--- src/design/kcl_pkg.sv ---
`timescale 1ns / 1ps
`default_nettype none
// ----------------------------------------------------------------------------
// kcl_pkg
// Shared types and codes for the keypad combination lock.
// ----------------------------------------------------------------------------
package kcl_pkg;

   // command codes
   localparam logic [1:0] CMD_KEY  = 2'd0;
   localparam logic [1:0] CMD_TICK = 2'd1;
   localparam logic [1:0] CMD_PROG = 2'd2;

   // lock modes
   localparam logic [2:0] MODE_IDLE  = 3'd0;
   localparam logic [2:0] MODE_ENTRY = 3'd1;
   localparam logic [2:0] MODE_OPEN  = 3'd2;
   localparam logic [2:0] MODE_PROG  = 3'd3;
   localparam logic [2:0] MODE_ALARM = 3'd4;

   // sound codes
   localparam logic [2:0] SOUND_NONE  = 3'd0;
   localparam logic [2:0] SOUND_KEY   = 3'd1;
   localparam logic [2:0] SOUND_OPEN  = 3'd2;
   localparam logic [2:0] SOUND_WRONG = 3'd3;
   localparam logic [2:0] SOUND_SIREN = 3'd4;
   localparam logic [2:0] SOUND_LOCK  = 3'd5;
   localparam logic [2:0] SOUND_SAVED = 3'd6;

   // special keys and key range
   localparam logic [4:0] KEY_FIRST = 5'd1;
   localparam logic [4:0] KEY_LAST  = 5'd16;
   localparam logic [4:0] KEY_STAR  = 5'd13;
   localparam logic [4:0] KEY_HASH  = 5'd15;

   // configuration register indexes
   localparam logic [1:0] REG_ERROR_LIMIT   = 2'd0;
   localparam logic [1:0] REG_HOLD_TICKS    = 2'd1;
   localparam logic [1:0] REG_MASTER_CODE   = 2'd2;
   localparam logic [1:0] REG_MASTER_LENGTH = 2'd3;

   // configuration reset values
   localparam logic [3:0]  ERROR_LIMIT_RESET   = 4'd3;
   localparam logic [15:0] HOLD_TICKS_RESET    = 16'd60000;
   localparam logic [55:0] MASTER_CODE_RESET   = 56'd150462337538;
   localparam logic [3:0]  MASTER_LENGTH_RESET = 4'd10;

   // code length limits
   localparam int MIN_CODE_LEN  = 5;
   localparam int MAX_CODE_LEN  = 13;
   localparam int MASTER_DIGITS = 14;
   localparam int INIT_CODE_LEN = 10;

   localparam int CSR_DATA_W = 56;
   localparam logic [15:0] HOLD_SAT = 16'hFFFF;
   localparam logic [3:0]  MISS_SAT = 4'hF;

   typedef struct packed {
      logic [1:0] command;
      logic [4:0] key_code;
      logic       star_and_hash_held;
      logic       star_held;
      logic       vibration;
   } req_payload_type;

   typedef struct packed {
      logic [2:0]  mode;
      logic        bolt_open;
      logic [3:0]  entered_length;
      logic [13:0] display_value;
      logic [2:0]  sound;
      logic [3:0]  wrong_count;
   } rsp_payload_type;

   typedef struct packed {
      logic       valid;
      logic [3:0] value;
   } key_digit_type;

   // keypad position to decimal digit
   function automatic key_digit_type key_to_digit(input logic [4:0] key);
      key_digit_type d;
      d.valid = 1'b1;
      case (key)
         5'd1:    d.value = 4'd1;
         5'd2:    d.value = 4'd2;
         5'd3:    d.value = 4'd3;
         5'd5:    d.value = 4'd4;
         5'd6:    d.value = 4'd5;
         5'd7:    d.value = 4'd6;
         5'd9:    d.value = 4'd7;
         5'd10:   d.value = 4'd8;
         5'd11:   d.value = 4'd9;
         5'd14:   d.value = 4'd0;
         default: begin
            d.valid = 1'b0;
            d.value = 4'd0;
         end
      endcase
      return d;
   endfunction

   // factory code 1 2 3 4 5 6 7 8 9 0, zero beyond
   function automatic logic [3:0] init_digit(input int idx);
      logic [3:0] v;
      v = 4'd0;
      if (idx < INIT_CODE_LEN - 1) begin
         v = 4'(idx + 1);
      end
      return v;
   endfunction

endpackage
`default_nettype wire

--- src/design/kcl_in_stage.sv ---
`timescale 1ns / 1ps
`default_nettype none
// ----------------------------------------------------------------------------
// kcl_in_stage
// Input register for request beats, with stall toward the sender.
// ----------------------------------------------------------------------------
module kcl_in_stage
   import kcl_pkg::*;
(
   input  wire logic            clock,
   input  wire logic            reset,
   input  wire logic            req_valid,
   output logic                 req_stall,
   input  wire req_payload_type req_data,
   input  wire logic            advance,
   output logic                 item_valid,
   output req_payload_type      item_data
);

   logic            valid_ff;
   logic            valid_in;
   req_payload_type data_ff;
   logic            load;

   // accept a new beat when empty or whenever the held one moves on
   assign req_stall = valid_ff && !advance;
   assign load      = req_valid && !req_stall;

   always_comb begin
      valid_in = valid_ff;
      if (load) begin
         valid_in = 1'b1;
      end else if (advance) begin
         valid_in = 1'b0;
      end
   end

   always_ff @(posedge clock) begin
      if (reset) begin
         valid_ff <= 1'b0;
      end else begin
         valid_ff <= valid_in;
      end
   end

   // payload register
   always_ff @(posedge clock) begin
      if (load) begin
         data_ff <= req_data;
      end
   end

   assign item_valid = valid_ff;
   assign item_data  = data_ff;

endmodule
`default_nettype wire

--- src/design/kcl_core.sv ---
`timescale 1ns / 1ps
`default_nettype none
// ----------------------------------------------------------------------------
// kcl_core
// Lock state, configuration registers and the combinational step logic.
// ----------------------------------------------------------------------------
module kcl_core
   import kcl_pkg::*;
#(
   parameter int MAX_DIGITS = 14
)
(
   input  wire logic                  clock,
   input  wire logic                  reset,
   input  wire logic                  csr_we,
   input  wire logic [1:0]            csr_index,
   input  wire logic [CSR_DATA_W-1:0] csr_wdata,
   input  wire logic                  step,
   input  wire req_payload_type       item,
   output rsp_payload_type            result
);

   localparam int CNT_W = $clog2(MAX_DIGITS + 1);

   // configuration
   logic [3:0]  error_limit_ff;
   logic [15:0] hold_ticks_ff;
   logic [55:0] master_code_ff;
   logic [3:0]  master_length_ff;

   // lock state
   logic [2:0]       mode_ff, mode_in;
   logic [CNT_W-1:0] cnt_ff, cnt_in;
   logic [CNT_W-1:0] stored_cnt_ff, stored_cnt_in;
   logic [3:0]       miss_ff, miss_in;
   logic [15:0]      lock_hold_ff, lock_hold_in;
   logic [15:0]      dual_hold_ff, dual_hold_in;
   logic             dual_ready_ff, dual_ready_in;
   logic             master_entry_ff, master_entry_in;
   logic [3:0][3:0]  shown_ff, shown_in;
   logic [3:0]       entry_ff  [MAX_DIGITS];
   logic [3:0]       stored_ff [MAX_DIGITS];

   // step logic
   key_digit_type        dig;
   logic                 key_ok;
   logic                 len_ok;
   logic                 push;
   logic                 copy;
   logic [2:0]           sound_in;
   logic [3:0]           miss_sat;
   logic                 vib_alarm;
   logic [2:0]           tick_mode;
   logic [15:0]          dual_base;
   logic                 ready_base;
   logic                 entry_base;
   logic [MAX_DIGITS-1:0] stored_eq;
   logic [MAX_DIGITS-1:0] master_eq;
   logic                 stored_match;
   logic                 master_match;
   logic [13:0]          display_bin;

   // configuration writes
   always_ff @(posedge clock) begin
      if (reset) begin
         error_limit_ff   <= ERROR_LIMIT_RESET;
         hold_ticks_ff    <= HOLD_TICKS_RESET;
         master_code_ff   <= MASTER_CODE_RESET;
         master_length_ff <= MASTER_LENGTH_RESET;
      end else if (csr_we) begin
         unique case (csr_index)
            REG_ERROR_LIMIT:   error_limit_ff   <= csr_wdata[3:0];
            REG_HOLD_TICKS:    hold_ticks_ff    <= csr_wdata[15:0];
            REG_MASTER_CODE:   master_code_ff   <= csr_wdata[55:0];
            REG_MASTER_LENGTH: master_length_ff <= csr_wdata[3:0];
         endcase
      end
   end

   // per-digit compares against the stored and master codes
   for (genvar i = 0; i < MAX_DIGITS; i++) begin : g_cmp
      assign stored_eq[i] = (CNT_W'(i) >= cnt_ff) || (entry_ff[i] == stored_ff[i]);
      if (i < MASTER_DIGITS) begin : g_master
         assign master_eq[i] = (CNT_W'(i) >= cnt_ff) ||
                               (entry_ff[i] == master_code_ff[4*i +: 4]);
      end else begin : g_beyond
         assign master_eq[i] = (CNT_W'(i) >= cnt_ff);
      end
   end

   assign stored_match = (cnt_ff == stored_cnt_ff) && (&stored_eq);
   assign master_match = (8'(cnt_ff) == 8'(master_length_ff)) &&
                         (8'(cnt_ff) <= 8'(MASTER_DIGITS)) && (&master_eq);

   assign dig    = key_to_digit(item.key_code);
   assign key_ok = (item.key_code >= KEY_FIRST) && (item.key_code <= KEY_LAST);
   assign len_ok = (cnt_ff >= CNT_W'(MIN_CODE_LEN)) && (cnt_ff <= CNT_W'(MAX_CODE_LEN));
   assign miss_sat  = (miss_ff != MISS_SAT) ? miss_ff + 4'd1 : miss_ff;
   assign vib_alarm = item.vibration && (mode_ff != MODE_ALARM);
   assign tick_mode = vib_alarm ? MODE_ALARM : mode_ff;
   assign dual_base  = vib_alarm ? 16'd0 : dual_hold_ff;
   assign ready_base = vib_alarm ? 1'b0 : dual_ready_ff;
   assign entry_base = vib_alarm ? 1'b0 : master_entry_ff;

   // next state for one item
   always_comb begin
      mode_in         = mode_ff;
      cnt_in          = cnt_ff;
      stored_cnt_in   = stored_cnt_ff;
      miss_in         = miss_ff;
      lock_hold_in    = lock_hold_ff;
      dual_hold_in    = dual_hold_ff;
      dual_ready_in   = dual_ready_ff;
      master_entry_in = master_entry_ff;
      shown_in        = shown_ff;
      sound_in        = SOUND_NONE;
      push            = 1'b0;
      copy            = 1'b0;
      unique case (item.command)
         CMD_KEY: begin
            if (key_ok) begin
               sound_in = SOUND_KEY;
               if (dig.valid) begin
                  shown_in = {shown_ff[2:0], dig.value};
               end
               case (mode_ff)
                  MODE_IDLE: begin
                     if (item.key_code == KEY_HASH) begin
                        mode_in = MODE_ENTRY;
                        cnt_in  = '0;
                     end
                  end
                  MODE_ENTRY: begin
                     if (item.key_code == KEY_STAR) begin
                        if (len_ok) begin
                           if (stored_match) begin
                              mode_in      = MODE_OPEN;
                              cnt_in       = '0;
                              miss_in      = 4'd0;
                              lock_hold_in = 16'd0;
                              sound_in     = SOUND_OPEN;
                           end else begin
                              miss_in = miss_sat;
                              cnt_in  = '0;
                              if (miss_sat >= error_limit_ff) begin
                                 mode_in         = MODE_ALARM;
                                 dual_hold_in    = 16'd0;
                                 dual_ready_in   = 1'b0;
                                 master_entry_in = 1'b0;
                                 sound_in        = SOUND_SIREN;
                              end else begin
                                 mode_in  = MODE_IDLE;
                                 sound_in = SOUND_WRONG;
                              end
                           end
                        end
                     end else begin
                        push = 1'b1;
                     end
                  end
                  MODE_PROG: begin
                     push = 1'b1;
                  end
                  MODE_ALARM: begin
                     if (master_entry_ff) begin
                        if (item.key_code == KEY_STAR) begin
                           if (cnt_ff != '0) begin
                              dual_ready_in   = 1'b0;
                              master_entry_in = 1'b0;
                              cnt_in          = '0;
                              if (master_match) begin
                                 mode_in = MODE_IDLE;
                              end else begin
                                 sound_in = SOUND_SIREN;
                              end
                           end
                        end else begin
                           push = 1'b1;
                        end
                     end
                  end
                  default: ;
               endcase
            end
         end
         CMD_TICK: begin
            // vibration trips the alarm first
            if (vib_alarm) begin
               mode_in  = MODE_ALARM;
               cnt_in   = '0;
               sound_in = SOUND_SIREN;
            end
            dual_hold_in    = dual_base;
            dual_ready_in   = ready_base;
            master_entry_in = entry_base;
            // dual hold of star and hash in alarm
            if ((tick_mode == MODE_ALARM) && item.star_and_hash_held) begin
               if (dual_base != HOLD_SAT) begin
                  dual_hold_in = dual_base + 16'd1;
                  if (dual_base + 16'd1 == hold_ticks_ff) begin
                     dual_ready_in = 1'b1;
                  end
               end
            end else begin
               dual_hold_in = 16'd0;
            end
            if ((tick_mode == MODE_ALARM) && dual_ready_in && !entry_base) begin
               master_entry_in = 1'b1;
               cnt_in          = '0;
               shown_in        = '0;
            end
            // star hold while open locks the door
            if ((tick_mode == MODE_OPEN) && item.star_held) begin
               if (lock_hold_ff != HOLD_SAT) begin
                  if (lock_hold_ff + 16'd1 == hold_ticks_ff) begin
                     mode_in      = MODE_IDLE;
                     lock_hold_in = 16'd0;
                     sound_in     = SOUND_LOCK;
                  end else begin
                     lock_hold_in = lock_hold_ff + 16'd1;
                  end
               end
            end else begin
               lock_hold_in = 16'd0;
            end
         end
         CMD_PROG: begin
            if (mode_ff != MODE_PROG) begin
               mode_in = MODE_PROG;
               cnt_in  = '0;
            end else if (len_ok) begin
               copy          = 1'b1;
               stored_cnt_in = cnt_ff;
               cnt_in        = '0;
               mode_in       = MODE_IDLE;
               sound_in      = SOUND_SAVED;
            end
         end
         default: ;
      endcase
      // digit into the entry buffer unless full
      if (push && dig.valid && (cnt_ff < CNT_W'(MAX_DIGITS))) begin
         cnt_in = cnt_ff + CNT_W'(1);
      end else begin
         push = 1'b0;
      end
   end

   // control state
   always_ff @(posedge clock) begin
      if (reset) begin
         mode_ff         <= MODE_IDLE;
         cnt_ff          <= '0;
         stored_cnt_ff   <= CNT_W'(INIT_CODE_LEN);
         miss_ff         <= 4'd0;
         lock_hold_ff    <= 16'd0;
         dual_hold_ff    <= 16'd0;
         dual_ready_ff   <= 1'b0;
         master_entry_ff <= 1'b0;
         shown_ff        <= '0;
      end else if (step) begin
         mode_ff         <= mode_in;
         cnt_ff          <= cnt_in;
         stored_cnt_ff   <= stored_cnt_in;
         miss_ff         <= miss_in;
         lock_hold_ff    <= lock_hold_in;
         dual_hold_ff    <= dual_hold_in;
         dual_ready_ff   <= dual_ready_in;
         master_entry_ff <= master_entry_in;
         shown_ff        <= shown_in;
      end
   end

   // entry buffer and stored code
   for (genvar i = 0; i < MAX_DIGITS; i++) begin : g_digits
      always_ff @(posedge clock) begin
         if (step && push && (cnt_ff == CNT_W'(i))) begin
            entry_ff[i] <= dig.value;
         end
      end

      always_ff @(posedge clock) begin
         if (reset) begin
            stored_ff[i] <= init_digit(i);
         end else if (step && copy && (CNT_W'(i) < cnt_ff)) begin
            stored_ff[i] <= entry_ff[i];
         end
      end
   end

   // decimal display from the four shown digits
   assign display_bin = 14'(shown_in[3]) * 14'd1000 + 14'(shown_in[2]) * 14'd100 +
                        14'(shown_in[1]) * 14'd10 + 14'(shown_in[0]);

   always_comb begin
      result.mode           = mode_in;
      result.bolt_open      = (mode_in == MODE_OPEN);
      result.entered_length = 4'(cnt_in);
      result.display_value  = display_bin;
      result.sound          = sound_in;
      result.wrong_count    = miss_in;
   end

endmodule
`default_nettype wire

--- src/design/keypad_combination_lock.sv ---
`timescale 1ns / 1ps
`default_nettype none
// A request beat is taken into the input register and its result beat is written
// to the result register when that is free; the step logic between the two
// registers is combinational. Throughput: one item per cycle when nothing stalls.
// Reset (synchronous): lock idle, factory code 1234567890 of ten digits, counters
// clear, configuration back to its defaults; no clearing pass is needed.
// ----------------------------------------------------------------------------
// keypad_combination_lock
// Keypad safe lock: code entry, open and hold-to-lock, programming, alarm and
// master unlock, one result beat per request beat.
// ----------------------------------------------------------------------------
module keypad_combination_lock
   import kcl_pkg::*;
#(
   parameter int MAX_DIGITS = 14
)
(
   input  wire logic                  clock,
   input  wire logic                  reset,
   input  wire logic                  req_valid,
   output logic                       req_stall,
   input  wire req_payload_type       req_data,
   output logic                       rsp_valid,
   input  wire logic                  rsp_stall,
   output rsp_payload_type            rsp_data,
   input  wire logic                  csr_we,
   input  wire logic [1:0]            csr_index,
   input  wire logic [CSR_DATA_W-1:0] csr_wdata
);

   logic            item_valid;
   req_payload_type item_data;
   logic            advance;
   rsp_payload_type result;
   logic            rsp_valid_ff, rsp_valid_in;
   rsp_payload_type rsp_data_ff;

   // held item steps when the result register is free
   assign advance = item_valid && (!rsp_valid_ff || !rsp_stall);

   kcl_in_stage u_in_stage (
      .clock      (clock),
      .reset      (reset),
      .req_valid  (req_valid),
      .req_stall  (req_stall),
      .req_data   (req_data),
      .advance    (advance),
      .item_valid (item_valid),
      .item_data  (item_data)
   );

   kcl_core #(
      .MAX_DIGITS (MAX_DIGITS)
   ) u_core (
      .clock     (clock),
      .reset     (reset),
      .csr_we    (csr_we),
      .csr_index (csr_index),
      .csr_wdata (csr_wdata),
      .step      (advance),
      .item      (item_data),
      .result    (result)
   );

   // result register
   always_comb begin
      rsp_valid_in = rsp_valid_ff && rsp_stall;
      if (advance) begin
         rsp_valid_in = 1'b1;
      end
   end

   always_ff @(posedge clock) begin
      if (reset) begin
         rsp_valid_ff <= 1'b0;
      end else begin
         rsp_valid_ff <= rsp_valid_in;
      end
   end

   always_ff @(posedge clock) begin
      if (advance) begin
         rsp_data_ff <= result;
      end
   end

   assign rsp_valid = rsp_valid_ff;
   assign rsp_data  = rsp_data_ff;

`ifndef SYNTH
   // a stepped item always lands in the result register
   a_step_lands: assert property (@(posedge clock) disable iff (reset)
      advance |=> rsp_valid)
      else $error("stepped item did not produce a result beat");

   // opening clears the wrong-entry count
   a_open_clears: assert property (@(posedge clock) disable iff (reset)
      (rsp_valid && (rsp_data.sound == SOUND_OPEN)) |->
      ((rsp_data.mode == MODE_OPEN) && (rsp_data.wrong_count == 4'd0)))
      else $error("open sound without open mode or cleared count");

   // siren only sounds in alarm
   a_siren_alarm: assert property (@(posedge clock) disable iff (reset)
      (rsp_valid && (rsp_data.sound == SOUND_SIREN)) |->
      ((rsp_data.mode == MODE_ALARM) && !rsp_data.bolt_open))
      else $error("siren outside alarm mode");

   // locking returns to idle with the bolt shut
   a_lock_idle: assert property (@(posedge clock) disable iff (reset)
      (rsp_valid && (rsp_data.sound == SOUND_LOCK)) |->
      ((rsp_data.mode == MODE_IDLE) && !rsp_data.bolt_open))
      else $error("lock sound without idle mode");
`endif

endmodule
`default_nettype wire

--- config.mk ---
export PLATFORM = sky130hd
export DESIGN_NAME = keypad_combination_lock
export DESIGN_NICKNAME = d
export VERILOG_FILES = /design/src/design/kcl_pkg.sv /design/src/design/kcl_in_stage.sv /design/src/design/kcl_core.sv /design/src/design/keypad_combination_lock.sv
export SDC_FILE = /design/constraint.sdc
export NUM_CORES = 1
export LEC_CHECK = 0
export ABC_CLOCK_PERIOD_IN_PS = 23100
export CAP_MARGIN = 20
export CORE_UTILIZATION = 25
export CTS_CLUSTER_DIAMETER = 120
export DETAILED_ROUTE_END_ITERATION = 8
export DONT_BUFFER_PORTS = 1
export GPL_TIMING_DRIVEN = 0
export PLACE_DENSITY = 0.45
export SLEW_MARGIN = 20
export SYNTH_ARGS = -nofsm -noshare
export SYNTH_HDL_FRONTEND = slang
export SYNTH_SLANG_ARGS = --single-unit
--- constraint.sdc ---
create_clock -name clock -period 23.1 [get_ports clock]
set_input_delay 3.465 -clock clock [delete_from_list [all_inputs] [get_ports clock]]
set_output_delay 3.465 -clock clock [all_outputs]
set_load 0.01 [all_outputs]
== Yosys cells after proc, flatten, opt, wreduce, memory -nomap -nowiden ==
Memory sizes are Yosys's and may differ from the RTL's.
Index checks and enable logic that the tools add are counted.
Storage, ports and cells
  word-level logic and storage cells: 532
  output and inout port bits: 31
  memory bits (writable): 112
  bits of input ports: 73
  bits in registers: 186
  memories: 2
Memory list
  u_core.entry_ff: depth 14, width 4, rd ports 14, clocked after Yosys merged registers in 0, wr ports 1, line kcl_core.sv:41  | logic [3:0] entry_ff [MAX_DIGITS];
  u_core.stored_ff: depth 14, width 4, rd ports 14, clocked after Yosys merged registers in 0, wr ports 14, line kcl_core.sv:42  | logic [3:0] stored_ff [MAX_DIGITS];
Operators by class
  $lt $le $gt $ge: 35
  bitwise logic cells: 15
  $add $sub $neg: 7
  eq/ne operators: 89
  reductions and logical operators: 112
  mux-type cells: 240
  multiply operators: 3
Operators by type and width (number)
  16-bit 2-to-1 mux: 20
  4-bit 2-to-1 mux: 58
  4-bit equality test: 30
  1-bit 2-to-1 mux: 116
  16-bit case mux with 2 select lines: 3
  3-bit 2-to-1 mux: 31
  4-bit OR reduction: 13
  1-bit logical AND: 46
  4-bit case mux with 9 select lines: 1
  16-bit by 1-bit adder with 16-bit output (second input constant): 2
  16-bit equality test: 2
  16-bit inequality test (second input constant): 2
  5-bit by 4-bit equality test with 1-bit output (second input constant): 6
  1-bit logical OR: 29
  14-bit AND reduction: 2
  3-bit case mux with 3 select lines: 3
  4-bit equality test (second input constant): 6
  4-bit >= comparator (first input constant): 6
  4-bit < comparator (first input constant): 6
  3-bit by 2-bit inequality test with 1-bit output (second input constant): 8
  4-bit case mux with 3 select lines: 2
  8-bit AND reduction: 3
  4-bit by 3-bit equality test with 1-bit output (second input constant): 4
  3-bit by 4-bit >= comparator with 1-bit output (first input constant): 4
  other kinds (47): 98

== Depth between registers and ports, before layout ==
  word-level depth: 27
  depth in mapped cells: 34
  gate-level depth less buffers: 30

== Modules after synthesis ==
From an unflattened synthesis, not the netlist that was laid out.
Second synthesis, totals
  cell total of the unflattened synthesis: 1771
  area total of the unflattened synthesis: 16729.8 um2
By module, submodules not included
  kcl_core: instances 1, cells each 1724, area an instance 15472.3 um2, sequential area each 6266.0 um2
  keypad_combination_lock: instances 1, cells each 33, area an instance 907.1 um2, sequential area each 890.9 um2
  kcl_in_stage: instances 1, cells each 14, area an instance 350.3 um2, sequential area each 320.3 um2

== Least setup slack after synthesis ==
No wires, ideal clock.
  path kind: register to register
  start: register u_core.mode_ff[0]
  end: register rsp_data_ff, in the netlist rsp_data[20], data pin
  stages on the path, launching flop included: 34
  required time: 22840 ps
  path buffers: 4
  path slack: 15323 ps
  library setup time: 260 ps
  clock period less this slack: 7777 ps
  data arrival time: 7517 ps
  path through: dfxtp_1 buf_6 or3b_4 nand2_4 clkbuf_1 and2_1 ha_1 clkbuf_1 nand4_1 nor2_1 o311ai_1 or4_4 or4_4 a311o_4 buf_6 a22oi_4 inv_2 ha_1 ha_1 inv_1 fa_1 fa_1 inv_1 ha_1 ha_1 nor2b_1 o21ai_0 a21boi_0 o21ai_0 nand2b_1 a21o_1 a21oi_1 o21ai_0 xnor2_1
RTL lines
  from (decl): line kcl_core.sv:32  | logic [2:0] mode_ff, mode_in;
  from (signal assigned): line kcl_core.sv:262  | mode_ff <= mode_in;
  to (signal assigned): line keypad_combination_lock.sv:84  | rsp_data_ff <= result;
  to (decl): line keypad_combination_lock.sv:37  | rsp_payload_type rsp_data_ff;

==> out/qor.txt <==
clock tree buffer depth - 3
GR Overflow Total - 0
Slew HR - 0.216
commonest non-fill, non-tap cell in the layout - nand2_1
FP Rows - 93
initial antenna violation count - 0
routed vias/inst - 4.88
CTS clk-pin slew, worst paths - 0.06 ns
Top FF cell, synth - edfxtp_1
Core Area - 64800 um^2
Clock Tree Root - clkbuf_16
share of power burned in registers - 0.474
cell area after layout - 18900 um^2
sequential fraction of the synthesis area - 0.453
fmax - 110 MHz
Die Wd - 259 um
Resized Gates After CTS - 0
largest net degree at the start of global routing - 21
Logic pwr share - 0.059
Placed Instances - 2595
Final setup viols - 0
Starting Density - 0.254
hold slack - 0.465 ns
CP startpoint kind - register
total setup buffers inserted after CTS - 0
Via Count - 13.0k
commonest cells after routing, fill and taps aside - nand2_1, edfxtp_1, dfxtp_1
worst slew pin tran - 1.18 ns
DP HPWL - 41200 um
final RePlAce weighted congestion - 0.860
Reg2Reg Setup Slack - 14.03 ns
Worst setup EP type - register
pre-CTS WS - 14.08 ns
Hold Vio Cnt, Final - 0
most frequent CP cell - ha_1
FF+latch count, synth - 298
Worst R2R Path Depth - 32
Max Cap Viol - 0
hold crit path type - reg -> reg
Seq. cell area - 7480 um^2
Worst-Skew Late Latency - 0.56 ns
synthesized instance count - 1732
maximum vdd drop - 0.0554 mV
Final WS setup - 14.03 ns
# port buffers - 0
crit-path max FO - 10
sw frac - 0.247
crit-path leading delay family - simple AND/OR/NAND/NOR gates
crit-path max cell delay - 0.60 ns
Wirelength per Cell - 20.4 um
Post-Route WL - 54300 um
RSZ-0062 raised after global routing - no
drt first pass iters - 5
Die Y - 259 um
total CTS buffers - 38
vias in the first global route - 12.9k
yosys warns - 0
Worst Hold End - u_core.shown_ff[13]$_SDFFE_PP0P_
DRC errors left - 0
post-synth cell types - 82
Worst Path Required - 23.39 ns
period utilisation layout - 0.393
hold path depth - 1
hold path start - u_core.shown_ff[13]$_SDFFE_PP0P_
CP bufs+invs - 6
internal power - 0.921 mW
Area after DPL - 17700 um^2
Psw - 0.302 mW
crit path kind - reg -> reg
area of the multi-input gates - 8410 um^2
Max stage delay cell, worst path - or4_4
Worst EP arrival - 9.36 ns
layout cells sized above 1 - 0.0591
Finished Layout Cells - 2665
final core utilization - 0.291
power share of the clock group - 0.467
worst r2r dst - rsp_data[20]$_DFFE_PP_
ANT nets after route - 0
reg2reg start - u_core.mode_ff[2]$_SDFFE_PP0P_
CTS tree - yes
number of synthesized flops with an enable pin - 151
power per cell area - 64.9 nW/um^2
minimum clock period - 9.07 ns
Final Net Count - 1934
clk_skew - 0.0213 ns
number of clock sinks - 298
Ports - 104
initial DRC count - 913
Total GRT Usage - 0.161
Async SR Flop Fraction - 0
Final Max Slew Viols - 0
CTS Hold Bufs - 0
outcome - completed
Total Power - 1.22 mW
leakage power - 6.72 nW
Area Overhead vs Synth - 14.3%
setup TNS - 0 ns
H-tree Lvls - 2
Post-Syn Area - 16500 um^2
global-route wire length before repair - 81500 um
die area - 67000 um^2
FILL cells - 6794
Avg Cell Area, Syn - 9.52 um^2
Yosys cell counts (all sizes together) (6+ instances only):
master,count,area [um^2]
o21ai,61,305
nand4,24,165
nand3b,9,67.6
nand2,263,995
nor3b,9,72.6
or3,27,169
clkbuf,73,274
o31ai,8,60.1
nor4,31,200
a22oi,7,66.3
nand3,53,265
o2111ai,6,52.6
o311ai,6,52.6
edfxtp,151,4530
a21o,10,75.1
nand2b,11,68.8
ha,64,801
o22ai,6,37.5
fa,17,340
inv,67,251
a41oi,8,70.1
a31oi,15,93.8
a22o,16,140
a221oi,7,61.3
nor2,84,315
dfxtp,147,2940
nor3,28,140
mux2i,20,200
nor2b,16,100
o211ai,16,120
a211oi,6,45.0
xnor2,118,1030
or2,6,37.5
buf,23,124
and2,28,175
a21oi,126,631
a211o,9,78.8
and3,27,169
xor2,62,543
sequential cells by signal (all words and copies together) (netlist names), 4 cells and up:
register,cells
rsp_data,29
u_core.cnt_ff,4
u_core.dual_hold_ff,16
u_core.entry_ff,56
u_core.error_limit_ff,4
u_core.hold_ticks_ff,16
u_core.lock_hold_ff,16
u_core.master_code_ff,56
u_core.master_length_ff,4
u_core.miss_ff,4
u_core.shown_ff,16
u_core.stored_cnt_ff,4
u_core.stored_ff,56
u_in_stage.item_data,10
worst max-delay path by stage:
stage                                               from                      to  slack [ns]  cells past startpoint
after global routing      u_core.mode_ff[2]$_SDFFE_PP0P_  rsp_data[20]$_DFFE_PP_       13.44                     32
after detailed placement  u_core.mode_ff[2]$_SDFFE_PP0P_  rsp_data[20]$_DFFE_PP_       14.08                     29
after global placement    u_core.mode_ff[2]$_SDFFE_PP0P_  rsp_data[20]$_DFFE_PP_       14.11                     29
after CTS                 u_core.mode_ff[2]$_SDFFE_PP0P_  rsp_data[20]$_DFFE_PP_       14.03                     29
after floorplan           u_core.mode_ff[0]$_SDFFE_PP0P_  rsp_data[20]$_DFFE_PP_       15.32                     33
final                     u_core.mode_ff[2]$_SDFFE_PP0P_  rsp_data[20]$_DFFE_PP_       14.03                     32
power by group through the flow:
| stage | logic [mW] | clock network, mW | registers, mW |
|---|---|---|---|
| finish | 0.0725 | 0.571 | 0.579 |
| global route | 0.0798 | 0.607 | 0.581 |
| CTS | 0.0734 | 0.585 | 0.580 |
| detailed placement | 0.0730 | 0 | 0.591 |
| global placement | 0.0710 | 0 | 0.591 |
| floorplan | 0.0479 | 0 | 0.586 |
layout make-up:
type | instances | share of cell area
multi-input combinational | 1274 | 0.446
sequential | 298 | 0.397
clock buffer | 57 | 0.0585
tap | 855 | 0.0567
buffer | 96 | 0.0212
inverter | 67 | 0.0133
clock inverter | 12 | 0.00445
timing repair buffer | 5 | 0.00305
antenna | 1 | 0.000133
logic make-up after synthesis:
group | synth area share
other | 0.000227
DFF | 0.453
muxes | 0.0135
buffers and inverters | 0.0394
and+or+nand+nor | 0.189
xor gates and xnor gates | 0.0956
adders and majority gates | 0.0692
AOI/OAI and AO/OA | 0.139
routing by layer:
metal / wire, um / track usage
met5: 0 / 0
met4: 1600 / 0.0569
met3: 2140 / 0.0246
met2: 26100 / 0.275
met1: 24400 / 0.206
Note: power is estimated with default switching activity, not from simulation.
